$ cat config.mk
export PLATFORM = sky130hd
export DESIGN_NAME = two_phase_task_dispatcher
export DESIGN_NICKNAME = d
export VERILOG_FILES = /design/src/rtl/tpd_pkg.sv /design/src/rtl/tpd_cell.sv /design/src/rtl/tpd_chain.sv /design/src/rtl/two_phase_task_dispatcher.sv
export SDC_FILE = /design/constraint.sdc
export NUM_CORES = 2
export LEC_CHECK = 0
export BUFFER_PORTS_ARGS = -buffer_cell sky130_fd_sc_hd__buf_4
export CAP_MARGIN = 15
export CORE_MARGIN = 10
export CORE_UTILIZATION = 50
export CTS_CLUSTER_DIAMETER = 40
export DETAILED_ROUTE_END_ITERATION = 6
export PLACE_DENSITY = 0.65
export SLEW_MARGIN = 20
export SYNTH_ARGS = -nofsm -noshare
export SYNTH_HDL_FRONTEND = slang
export SYNTH_HIERARCHICAL = 1
export SYNTH_SLANG_ARGS = --single-unit
$ cat constraint.sdc
create_clock -name aclk -period 292.5 [get_ports aclk]
set_input_delay 58.5 -clock aclk [delete_from_list [all_inputs] [get_ports aclk]]
set_output_delay 58.5 -clock aclk [all_outputs]
set_load 0.03 [all_outputs]
$ cat src/rtl/tpd_pkg.sv
package tpd_pkg;

    // default sizes, handed to the top level parameters
    localparam int DEF_MAX_MAP_TASKS    = 64;
    localparam int DEF_MAX_REDUCE_TASKS = 16;
    localparam int DEF_TICK_WIDTH       = 32;

    // fixed field widths
    localparam int OP_W       = 2;
    localparam int IDX_W      = 6;
    localparam int KIND_W     = 2;
    localparam int MAP_CNT_W  = 7;
    localparam int RED_CNT_W  = 5;
    localparam int TIMEOUT_W  = 16;
    localparam int CFG_IDX_W  = 2;
    localparam int CFG_DATA_W = 16;

    // register reset values
    localparam logic [MAP_CNT_W-1:0] MAP_CNT_RST = 7'd0;
    localparam logic [RED_CNT_W-1:0] RED_CNT_RST = 5'd4;
    localparam logic [TIMEOUT_W-1:0] TIMEOUT_RST = 16'd30;

    // register indexes
    localparam logic [CFG_IDX_W-1:0] CFG_MAP_COUNT    = 2'd0;
    localparam logic [CFG_IDX_W-1:0] CFG_REDUCE_COUNT = 2'd1;
    localparam logic [CFG_IDX_W-1:0] CFG_TIMEOUT      = 2'd2;

    // grant kind codes
    localparam logic [KIND_W-1:0] GRANT_NONE   = 2'd0;
    localparam logic [KIND_W-1:0] GRANT_MAP    = 2'd1;
    localparam logic [KIND_W-1:0] GRANT_REDUCE = 2'd2;

    typedef enum logic [OP_W-1:0] {
        OP_TICK   = 2'd0,
        OP_ASK    = 2'd1,
        OP_SUBMIT = 2'd2
    } tpd_op_t;

    typedef enum logic [1:0] {
        ST_IDLE,
        ST_SCAN,
        ST_FIN
    } tpd_state_t;

    typedef struct packed {
        logic assigned;
        logic completed;
    } tpd_flags_t;

    // update applied to the entry leaving the head of a chain
    typedef struct packed {
        logic set_assigned;
        logic set_completed;
    } tpd_head_ctl_t;

endpackage

$ cat src/rtl/tpd_cell.sv
module tpd_cell #(
    parameter int TICK_WIDTH = tpd_pkg::DEF_TICK_WIDTH
) (
    input  logic                   aclk,
    input  logic                   aresetn,
    input  logic                   shift_en,
    input  tpd_pkg::tpd_flags_t    in_flags,
    input  logic [TICK_WIDTH-1:0]  in_start,
    output tpd_pkg::tpd_flags_t    flags,
    output logic [TICK_WIDTH-1:0]  start
);
    import tpd_pkg::*;

    tpd_flags_t            flags_reg;
    logic [TICK_WIDTH-1:0] start_reg;

    always_ff @(posedge aclk) begin
        if (!aresetn) begin
            flags_reg <= '0;
        end else if (shift_en) begin
            flags_reg <= in_flags;
        end
    end

    always_ff @(posedge aclk) begin
        if (shift_en) begin
            start_reg <= in_start;
        end
    end

    assign flags = flags_reg;
    assign start = start_reg;

endmodule

$ cat src/rtl/tpd_chain.sv
module tpd_chain #(
    parameter int DEPTH      = tpd_pkg::DEF_MAX_MAP_TASKS,
    parameter int TICK_WIDTH = tpd_pkg::DEF_TICK_WIDTH
) (
    input  logic                   aclk,
    input  logic                   aresetn,
    input  logic                   shift_en,
    input  tpd_pkg::tpd_head_ctl_t head_ctl,
    input  logic [TICK_WIDTH-1:0]  stamp_tick,
    output tpd_pkg::tpd_flags_t    head_flags,
    output logic [TICK_WIDTH-1:0]  head_start
);
    import tpd_pkg::*;

    tpd_flags_t            cell_flags [DEPTH];
    logic [TICK_WIDTH-1:0] cell_start [DEPTH];
    tpd_flags_t            feed_flags [DEPTH];
    logic [TICK_WIDTH-1:0] feed_start [DEPTH];
    tpd_flags_t            ring_flags;
    logic [TICK_WIDTH-1:0] ring_start;

    // head entry, updated on its way back to the tail
    always_comb begin
        ring_flags = cell_flags[0];
        ring_start = cell_start[0];
        if (head_ctl.set_assigned) begin
            ring_flags.assigned = 1'b1;
            ring_start          = stamp_tick;
        end
        if (head_ctl.set_completed) begin
            ring_flags.completed = 1'b1;
        end
    end

    for (genvar i = 0; i < DEPTH; i++) begin : g_cell
        if (i == DEPTH - 1) begin : g_tail
            assign feed_flags[i] = ring_flags;
            assign feed_start[i] = ring_start;
        end else begin : g_body
            assign feed_flags[i] = cell_flags[i+1];
            assign feed_start[i] = cell_start[i+1];
        end

        tpd_cell #(
            .TICK_WIDTH(TICK_WIDTH)
        ) u_cell (
            .aclk    (aclk),
            .aresetn (aresetn),
            .shift_en(shift_en),
            .in_flags(feed_flags[i]),
            .in_start(feed_start[i]),
            .flags   (cell_flags[i]),
            .start   (cell_start[i])
        );
    end

    assign head_flags = cell_flags[0];
    assign head_start = cell_start[0];

endmodule

$ cat src/rtl/two_phase_task_dispatcher.sv
// tick and unused op words give a registered result in the cycle after accept
// ask and submit words rotate the whole chosen task chain once in the scan state, then
// pass the finish state; an ask with nothing left goes straight to the finish state
// throughput: one word at a time, set by the single head comparator of the rotating chain
// reset: synchronous, active low; clears task flags, totals, tick and done flag at once,
// loads the registers with 0 map tasks, 4 reduce tasks and a timeout of 30
module two_phase_task_dispatcher #(
    parameter int MAX_MAP_TASKS    = tpd_pkg::DEF_MAX_MAP_TASKS,
    parameter int MAX_REDUCE_TASKS = tpd_pkg::DEF_MAX_REDUCE_TASKS,
    parameter int TICK_WIDTH       = tpd_pkg::DEF_TICK_WIDTH
) (
    input  logic                           aclk,
    input  logic                           aresetn,
    input  logic                           s_valid,
    output logic                           s_ready,
    input  logic [tpd_pkg::OP_W-1:0]       s_op,
    input  logic                           s_submit_kind,
    input  logic [tpd_pkg::IDX_W-1:0]      s_submit_index,
    output logic                           m_valid,
    input  logic                           m_ready,
    output logic                           m_granted,
    output logic [tpd_pkg::KIND_W-1:0]     m_grant_kind,
    output logic [tpd_pkg::IDX_W-1:0]      m_grant_index,
    output logic                           m_submit_ok,
    output logic                           m_all_done,
    input  logic                           cfg_we,
    input  logic [tpd_pkg::CFG_IDX_W-1:0]  cfg_index,
    input  logic [tpd_pkg::CFG_DATA_W-1:0] cfg_wdata
);
    import tpd_pkg::*;

    localparam int MAX_DEPTH = (MAX_MAP_TASKS > MAX_REDUCE_TASKS) ? MAX_MAP_TASKS
                                                                   : MAX_REDUCE_TASKS;
    localparam int CNT_W     = $clog2(MAX_DEPTH + 1);
    localparam int CMP_W     = (CNT_W > MAP_CNT_W) ? CNT_W : MAP_CNT_W;
    localparam int AGE_W     = (TICK_WIDTH > TIMEOUT_W) ? TICK_WIDTH : TIMEOUT_W;
    localparam int MAP_SAT   = (MAX_MAP_TASKS > 127) ? 127 : MAX_MAP_TASKS;
    localparam int RED_SAT   = (MAX_REDUCE_TASKS > 31) ? 31 : MAX_REDUCE_TASKS;
    localparam logic [CNT_W-1:0] MAP_LAST = CNT_W'(MAX_MAP_TASKS - 1);
    localparam logic [CNT_W-1:0] RED_LAST = CNT_W'(MAX_REDUCE_TASKS - 1);

    tpd_state_t             state_reg, state_next;
    logic [CNT_W-1:0]       cnt_reg, cnt_next;
    logic                   phase_reg, phase_next;       // 0 map chain, 1 reduce chain
    logic                   is_ask_reg, is_ask_next;
    logic [IDX_W-1:0]       idx_reg, idx_next;
    logic                   ok_reg, ok_next;
    logic                   found_reg, found_next;
    logic [IDX_W-1:0]       grant_idx_reg, grant_idx_next;
    logic [MAP_CNT_W-1:0]   map_count_reg, map_count_next;
    logic [RED_CNT_W-1:0]   red_count_reg, red_count_next;
    logic [TIMEOUT_W-1:0]   timeout_reg, timeout_next;
    logic [MAP_CNT_W-1:0]   map_total_reg, map_total_next;
    logic [RED_CNT_W-1:0]   red_total_reg, red_total_next;
    logic [TICK_WIDTH-1:0]  tick_reg, tick_next;
    logic                   job_reg, job_next;

    logic                   m_valid_reg, m_valid_next;
    logic                   m_granted_reg, m_granted_next;
    logic [KIND_W-1:0]      m_grant_kind_reg, m_grant_kind_next;
    logic [IDX_W-1:0]       m_grant_index_reg, m_grant_index_next;
    logic                   m_submit_ok_reg, m_submit_ok_next;
    logic                   m_all_done_reg, m_all_done_next;

    tpd_flags_t             map_head_flags, red_head_flags, head_flags;
    logic [TICK_WIDTH-1:0]  map_head_start, red_head_start, head_start;
    tpd_head_ctl_t          head_ctl, map_ctl, red_ctl;
    logic                   shift_en;

    logic [CMP_W-1:0]       cnt_ext, count_sel_ext;
    logic [TICK_WIDTH-1:0]  age;
    logic                   in_use, expired, eligible, submit_hit, last;
    logic                   out_free;
    logic [MAP_CNT_W-1:0]   cfg_map_val;
    logic [RED_CNT_W-1:0]   cfg_red_val;
    logic                   finish_now;

    // head entry of the chain being rotated
    always_comb begin
        head_flags    = phase_reg ? red_head_flags : map_head_flags;
        head_start    = phase_reg ? red_head_start : map_head_start;
        cnt_ext       = CMP_W'(cnt_reg);
        count_sel_ext = phase_reg ? CMP_W'(red_count_reg) : CMP_W'(map_count_reg);
        in_use        = cnt_ext < count_sel_ext;
        age           = tick_reg - head_start;
        expired       = AGE_W'(age) > AGE_W'(timeout_reg);
        eligible      = in_use && !head_flags.completed &&
                        (!head_flags.assigned || expired);
        submit_hit    = cnt_ext == CMP_W'(idx_reg);
        last          = cnt_reg == (phase_reg ? RED_LAST : MAP_LAST);
        cfg_map_val   = cfg_wdata[MAP_CNT_W-1:0];
        cfg_red_val   = cfg_wdata[RED_CNT_W-1:0];
        finish_now    = (map_total_reg >= map_count_reg) &&
                        (red_total_reg >= red_count_reg);
        out_free      = !m_valid_reg || m_ready;
    end

    always_ff @(posedge aclk) begin
        if (!aresetn) begin
            state_reg     <= ST_IDLE;
            map_count_reg <= MAP_CNT_RST;
            red_count_reg <= RED_CNT_RST;
            timeout_reg   <= TIMEOUT_RST;
            map_total_reg <= '0;
            red_total_reg <= '0;
            tick_reg      <= '0;
            job_reg       <= 1'b0;
            m_valid_reg   <= 1'b0;
        end else begin
            state_reg     <= state_next;
            map_count_reg <= map_count_next;
            red_count_reg <= red_count_next;
            timeout_reg   <= timeout_next;
            map_total_reg <= map_total_next;
            red_total_reg <= red_total_next;
            tick_reg      <= tick_next;
            job_reg       <= job_next;
            m_valid_reg   <= m_valid_next;
        end
    end

    always_ff @(posedge aclk) begin
        cnt_reg           <= cnt_next;
        phase_reg         <= phase_next;
        is_ask_reg        <= is_ask_next;
        idx_reg           <= idx_next;
        ok_reg            <= ok_next;
        found_reg         <= found_next;
        grant_idx_reg     <= grant_idx_next;
        m_granted_reg     <= m_granted_next;
        m_grant_kind_reg  <= m_grant_kind_next;
        m_grant_index_reg <= m_grant_index_next;
        m_submit_ok_reg   <= m_submit_ok_next;
        m_all_done_reg    <= m_all_done_next;
    end

    always_comb begin
        state_next         = state_reg;
        cnt_next           = cnt_reg;
        phase_next         = phase_reg;
        is_ask_next        = is_ask_reg;
        idx_next           = idx_reg;
        ok_next            = ok_reg;
        found_next         = found_reg;
        grant_idx_next     = grant_idx_reg;
        map_count_next     = map_count_reg;
        red_count_next     = red_count_reg;
        timeout_next       = timeout_reg;
        map_total_next     = map_total_reg;
        red_total_next     = red_total_reg;
        tick_next          = tick_reg;
        job_next           = job_reg;
        m_valid_next       = m_valid_reg && !m_ready;
        m_granted_next     = m_granted_reg;
        m_grant_kind_next  = m_grant_kind_reg;
        m_grant_index_next = m_grant_index_reg;
        m_submit_ok_next   = m_submit_ok_reg;
        m_all_done_next    = m_all_done_reg;
        head_ctl           = '0;
        shift_en           = 1'b0;
        s_ready            = 1'b0;

        if (cfg_we) begin
            unique case (cfg_index)
                CFG_MAP_COUNT: begin
                    map_count_next = (cfg_map_val > MAP_CNT_W'(MAP_SAT)) ?
                                     MAP_CNT_W'(MAP_SAT) : cfg_map_val;
                end
                CFG_REDUCE_COUNT: begin
                    red_count_next = (cfg_red_val > RED_CNT_W'(RED_SAT)) ?
                                     RED_CNT_W'(RED_SAT) : cfg_red_val;
                end
                CFG_TIMEOUT: begin
                    timeout_next = cfg_wdata[TIMEOUT_W-1:0];
                end
                default: begin
                end
            endcase
        end

        unique case (state_reg)
            ST_IDLE: begin
                s_ready = out_free;
                if (s_valid && out_free) begin
                    cnt_next       = '0;
                    found_next     = 1'b0;
                    grant_idx_next = '0;
                    ok_next        = 1'b0;
                    unique case (s_op)
                        OP_TICK: begin
                            tick_next          = tick_reg + 1'b1;
                            m_valid_next       = 1'b1;
                            m_granted_next     = 1'b0;
                            m_grant_kind_next  = GRANT_NONE;
                            m_grant_index_next = '0;
                            m_submit_ok_next   = 1'b0;
                            m_all_done_next    = job_reg;
                        end
                        OP_ASK: begin
                            is_ask_next = 1'b1;
                            if (map_total_reg < map_count_reg) begin
                                phase_next = 1'b0;
                                state_next = ST_SCAN;
                            end else if (red_total_reg < red_count_reg) begin
                                phase_next = 1'b1;
                                state_next = ST_SCAN;
                            end else begin
                                state_next = ST_FIN;
                            end
                        end
                        OP_SUBMIT: begin
                            is_ask_next = 1'b0;
                            phase_next  = s_submit_kind;
                            idx_next    = s_submit_index;
                            ok_next     = s_submit_kind ?
                                          (MAP_CNT_W'(s_submit_index) < MAP_CNT_W'(red_count_reg)) :
                                          (MAP_CNT_W'(s_submit_index) < map_count_reg);
                            state_next  = ST_SCAN;
                        end
                        default: begin
                            m_valid_next       = 1'b1;
                            m_granted_next     = 1'b0;
                            m_grant_kind_next  = GRANT_NONE;
                            m_grant_index_next = '0;
                            m_submit_ok_next   = 1'b0;
                            m_all_done_next    = job_reg;
                        end
                    endcase
                end
            end
            ST_SCAN: begin
                shift_en = 1'b1;
                if (is_ask_reg) begin
                    // first eligible entry to pass the head wins
                    if (eligible && !found_reg) begin
                        head_ctl.set_assigned = 1'b1;
                        found_next            = 1'b1;
                        grant_idx_next        = cnt_ext[IDX_W-1:0];
                    end
                end else if (submit_hit && ok_reg) begin
                    head_ctl.set_completed = 1'b1;
                    if (!head_flags.completed) begin
                        if (phase_reg) begin
                            red_total_next = red_total_reg + 1'b1;
                        end else begin
                            map_total_next = map_total_reg + 1'b1;
                        end
                    end
                end
                cnt_next = cnt_reg + 1'b1;
                if (last) begin
                    state_next = ST_FIN;
                end
            end
            ST_FIN: begin
                if (!is_ask_reg && finish_now) begin
                    job_next = 1'b1;
                end
                m_valid_next       = 1'b1;
                m_granted_next     = is_ask_reg && found_reg;
                m_grant_kind_next  = !(is_ask_reg && found_reg) ? GRANT_NONE :
                                     (phase_reg ? GRANT_REDUCE : GRANT_MAP);
                m_grant_index_next = (is_ask_reg && found_reg) ? grant_idx_reg : '0;
                m_submit_ok_next   = !is_ask_reg && ok_reg;
                m_all_done_next    = job_reg || (!is_ask_reg && finish_now);
                state_next         = ST_IDLE;
            end
            default: begin
                state_next = ST_IDLE;
            end
        endcase
    end

    assign map_ctl = phase_reg ? '0 : head_ctl;
    assign red_ctl = phase_reg ? head_ctl : '0;

    tpd_chain #(
        .DEPTH     (MAX_MAP_TASKS),
        .TICK_WIDTH(TICK_WIDTH)
    ) u_map_chain (
        .aclk      (aclk),
        .aresetn   (aresetn),
        .shift_en  (shift_en && !phase_reg),
        .head_ctl  (map_ctl),
        .stamp_tick(tick_reg),
        .head_flags(map_head_flags),
        .head_start(map_head_start)
    );

    tpd_chain #(
        .DEPTH     (MAX_REDUCE_TASKS),
        .TICK_WIDTH(TICK_WIDTH)
    ) u_red_chain (
        .aclk      (aclk),
        .aresetn   (aresetn),
        .shift_en  (shift_en && phase_reg),
        .head_ctl  (red_ctl),
        .stamp_tick(tick_reg),
        .head_flags(red_head_flags),
        .head_start(red_head_start)
    );

    assign m_valid       = m_valid_reg;
    assign m_granted     = m_granted_reg;
    assign m_grant_kind  = m_grant_kind_reg;
    assign m_grant_index = m_grant_index_reg;
    assign m_submit_ok   = m_submit_ok_reg;
    assign m_all_done    = m_all_done_reg;

endmodule

After elaboration in Yosys (flattened, before gate mapping)
Cells that the tools add are included.
- flip-flop bits (word level): 2830
- bits in latches: 0
- memory bits (writable): 0
- ROM bits: 0
- input port bits: 32
- memories: 0
- add/sub/neg operators: 5
- multiply operators: 0
- divide/modulo/power cells: 0
- magnitude comparators: 10
- equality and inequality tests: 15
- shift operators: 0
- multiplexer cells: 61
- bitwise gates (word level): 3
- reduce and logical (&&, ||, !) cells: 44
- operator list (kind ; count):
    two-way mux 32 bit ; 3
    two-way mux 6 bit ; 7
    adder 32 x 1 -> 32 bit, second input constant ; 1
    > comparator 32 x 16 -> 1 bit ; 1
    subtractor 32 bit ; 1
    two-way mux 2 bit ; 12
    case mux 6 bit (2 select lines) ; 2
    two-way mux 1 bit ; 22
    two-way mux 7 bit ; 3
    AND reduction 3 bit ; 5
    adder 7 x 1 -> 7 bit, second input constant ; 2
    == test 7 x 6 -> 1 bit ; 2
    less-than comparator 7 bit ; 2
    case mux 1 bit (2 select lines) ; 7
    case mux 7 bit (2 select lines) ; 1
    logical AND 1 bit ; 12
    case mux 2 bit (2 select lines) ; 3
    AND reduction 2 bit ; 6
    inequality test 2 bit, second input constant ; 5
    AND reduction 5 bit ; 2
    AND reduction 4 bit ; 2
    >= comparator 7 bit ; 1
    > comparator 7 bit, second input constant ; 1
    zero test 1 bit ; 7
    other kinds (16) ; 28

Logic depth before layout (Yosys ltp)
- depth in word-level cells: 11
- mapped depth: 28

Hierarchy
Netlist, hierarchy kept.
- by module, submodules not included (module ; instances ; cells an instance ; area an instance (µm²) ; sequential area each (µm²)):
    tpd_cell ; 80 ; 38 ; 1033.5 ; 1001.0
    two_phase_task_dispatcher ; 1 ; 942 ; 8261.7 ; 2542.4
    tpd_chain ; 2 ; 38 ; 553.0 ; 0.0

Worst setup path after synthesis
OpenSTA, ideal clock, no wires.
- path type: input -> output
- start: in m_ready
- end: out s_ready
- data arrival time: 59192 ps
- slack: 174808 ps
- stages: 2
- buffers on the path: 0
- path through: nor2b_1 -> nor3_1
- word-level cells in the longest chain between the ends: 2
- ends and longest elaborated chain (item ; RTL line ; source):
    from (decl) ; two_phase_task_dispatcher.sv:20 ; input logic m_ready,
    logical OR 1 bit ; two_phase_task_dispatcher.sv:95 ; out_free = !m_valid_reg || m_ready;
    two-way mux 1 bit ; two_phase_task_dispatcher.sv:181 ; unique case (state_reg)
    to (decl) ; two_phase_task_dispatcher.sv:15 ; output logic s_ready,
No other way between the ends.

Worst setup path after layout
Ends and elaborated chain as after synthesis.

==> metrics.md <==
| Metric | Value |
|---|---|
| Run status | `complete, no violations` |
| Fin. Hold Viols | `0` |
| Post-CTS Hold Buffers | `0` |
| RSZ-0062 raised after global routing | `false` |
| Worst hold stages | `0` |
| # fillers | `13093` |
| Static Leak | `34.1 nW` |
| Register area share after synthesis | `0.898` |
| Mapped Area | `0.0920 mm^2` |
| Final Cycle Share | `0.402` |
| # port buffers | `44` |
| CTS tree | `yes` |
| Psw | `167 uW` |
| Total Routing Usage GR | `0.123` |
| Synth area leaders | `edfxtp_1 85%, dfxtp_1 5.1%, mux2i_1 2.2%` |
| Cells after Synth | `4058` |
| Via-to-Cell Ratio | `4.96` |
| H-tree depth | `5` |
| Cells after DPL | `6558` |
| Width of the chip | `449 um` |
| Initial DRC Count | `2902` |
| Synth cell types | `83` |
| First-pass GRT wire length | `198000 um` |
| Area growth syn-to-layout | `14.7%` |
| Min Tclk post-route | `117.55 ns` |
| Syn Area/Cell | `22.7 um^2` |
| Top Ports | `45` |
| Hold WC Path Type | `reg2reg` |
| Drt first pass iters | `5` |
| Grt total ovfl | `0` |
| Max clock buf depth | `4` |
| Placement Rows | `157` |
| Max-slew violations | `0` |
| Clock share of power | `0.444` |
| Largest area contributor in the netlist | `edfxtp_1` |
| Drt wl/cell | `17.8 um` |
| Yosys top cell area share | `0.846` |
| Comb pwr share | `0.017` |
| Sequential share of power | `0.539` |
| # setup viols final | `0` |
| Post-synth EDFFs | `2594` |
| Antenna Nets Post-Route | `0` |
| Detailed-route DRC error count | `0` |
| Max frequency | `0.00851 GHz` |
| Critical path endpoint category | `output pin` |
| Core region area | `0.183 mm^2` |
| Main synth FF type | `edfxtp_1` |
| Clock Latency Late Sink | `0.91 ns` |
| Synthesis Warnings | `6` |
| Nets | `4532` |
| Setup TNS | `0 ns` |
| Number of synthesized register bits | `2830` |
| Number of max-cap violations | `0` |
| WP data required | `234.00 ns` |
| Count leader, synth | `edfxtp_1` |
| Worst setup SP type | `input port` |
| Post-CTS setup buffer count | `0` |
| Initial Utilization | `0.503` |
| Worst vdd ir | `5.26 uV` |
| CTS buffer count | `318` |
| Area of the multi-input gates | `0.00894 mm^2` |
| Worst-case reg-to-reg path depth | `20` |
| Sw frac | `0.197` |
| CTS clk-pin slew, worst paths | `0.06 ns` |
| Slew HR | `0.284` |
| Root buffer cell | `clkbuf_16` |
| Die ar. | `0.202 mm^2` |
| Final Skew | `0.0653 ns` |
| Critical Path AT | `59.05 ns` |
| RD Place Congestion | `0.801` |
| Fin Hold WS | `0.368 ns` |
| Antenna violations before repair | `12` |
| Fin cells | `7116` |
| HPWL Detailed | `66600 um` |
| Power Dens Cells | `8.02 mW/mm^2` |
| Num Clock Sinks | `2830` |
| Max reg flops | `2048` |
| Post-cts repair resize count | `0` |
| CP max FO | `2` |
| Internal power | `680 uW` |
| Drt total wl | `127000 um` |
| Most frequent cells after synthesis | `2594 x edfxtp_1, 236 x dfxtp_1, 206 x mux2i_1` |
| Layout cells sized above 1 | `0.139` |
| Vias in the first global route | `34451` |
| FF+latch area | `0.0826 mm^2` |
| Die Y-Extent | `449 um` |
| Worst Tran Pin Value | `1.07 ns` |
| Via count | `35304` |
| Mapped Nets | `4174` |
| Largest net degree at the start of global routing | `223` |
| Async S/R FF share, synth | `0` |
| Setup CP Type | `in2out` |
path summary, 6_finish.rpt:
check | startpoint | to | slack, ns
worst max-delay path | m_ready | s_ready | 174.95
worst min register to register | u_map_chain/g_cell[24].u_cell/start[0] | u_map_chain/g_cell[23].u_cell/start[0] | 0.37
worst max register to register | phase_reg | u_map_chain/g_cell[63].u_cell/start[0] | 284.82
worst min-delay path | u_map_chain/g_cell[24].u_cell/start[0] | u_map_chain/g_cell[23].u_cell/start[0] | 0.37
final cells by class:
class	instances	share of cell area
Sequential cell	2830	0.782
Multi-Input combinational cell	1136	0.0847
Clock buffer	380	0.0796
Tap cell	2464	0.0292
Clock inverter	172	0.0157
Timing Repair Buffer	83	0.00662
Inverter	47	0.00167
Antenna cell	4	0.0000948
per-layer routing:
metal	up-vias	track usage	part of all wire
met5	-	0	0.00047
met4	10	0.0489	0.033
met3	321	0.0291	0.044
met2	601	0.165	0.42
met1	17789	0.194	0.50
li1	16583	-	-
power by group through the flow:
stage	Clock, mW	Sequential (mW)	Combinational, mW
after global routing	0.404	0.457	0.0161
after floorplan	0	0.506	0.0171
after global placement	0	0.464	0.0144
after detailed placement	0	0.465	0.0147
final	0.376	0.456	0.0145
after CTS	0.388	0.456	0.0147
cells in the final DEF (no fill, tap or decap), types with 8 or more instances in the layout:
master / netlist / routed
nand3b_1: 8 / 8
inv_8: 0 / 13
mux2_2: 8 / 8
clkinv_4: 0 / 23
nand2_1: 89 / 89
and3_1: 12 / 12
a21boi_0: 25 / 25
or3_1: 12 / 12
nor2b_1: 184 / 184
mux2_4: 59 / 59
clkinv_1: 0 / 38
nor3_1: 12 / 12
edfxtp_1: 2594 / 2594
mux2i_1: 206 / 206
nand4_1: 26 / 26
a21o_1: 10 / 10
xor2_1: 15 / 15
buf_4: 3 / 76
nand3_1: 27 / 27
dfxtp_1: 236 / 236
inv_1: 46 / 46
clkbuf_1: 20 / 51
ha_1: 83 / 83
and2_1: 54 / 53
xnor2_1: 50 / 50
inv_6: 0 / 28
a21oi_1: 55 / 53
nand2b_1: 14 / 14
bufinv_16: 0 / 18
clkbuf_16: 0 / 327
clkinvlp_4: 0 / 18
nor2_1: 51 / 50
clkinv_2: 0 / 27
o21ai_0: 34 / 34
o21a_1: 11 / 11
cells by family after synthesis:
family / Yosys count / synth area share
and+or+nand+nor: 528 / 0.0327
xor gates and xnor gates: 65 / 0.00618
AOI/OAI and AO/OA: 186 / 0.0134
muxes: 273 / 0.0330
DFF: 2830 / 0.898
adders and majority gates: 84 / 0.0115
buffers and inverters: 92 / 0.00564
stage by stage:
step	instance area (um^2)	utilization	setup WS (ns)	power, mW
after detailed placement	95500	0.521	174.96	0.479
after global placement	95500	0.521	174.94	0.479
after CTS	106000	0.576	174.96	0.859
after floorplan	92000	-	174.81	0.523
after global routing	106000	0.577	174.93	0.877
final	106000	0.577	174.95	0.847
critical path, stage by stage:
cell     delay, ns
buf_4         0.12
nor2b_1       0.16
nor3_1        0.08
buf_4         0.19
No activity file was read; power rests on OpenSTA's default activity.
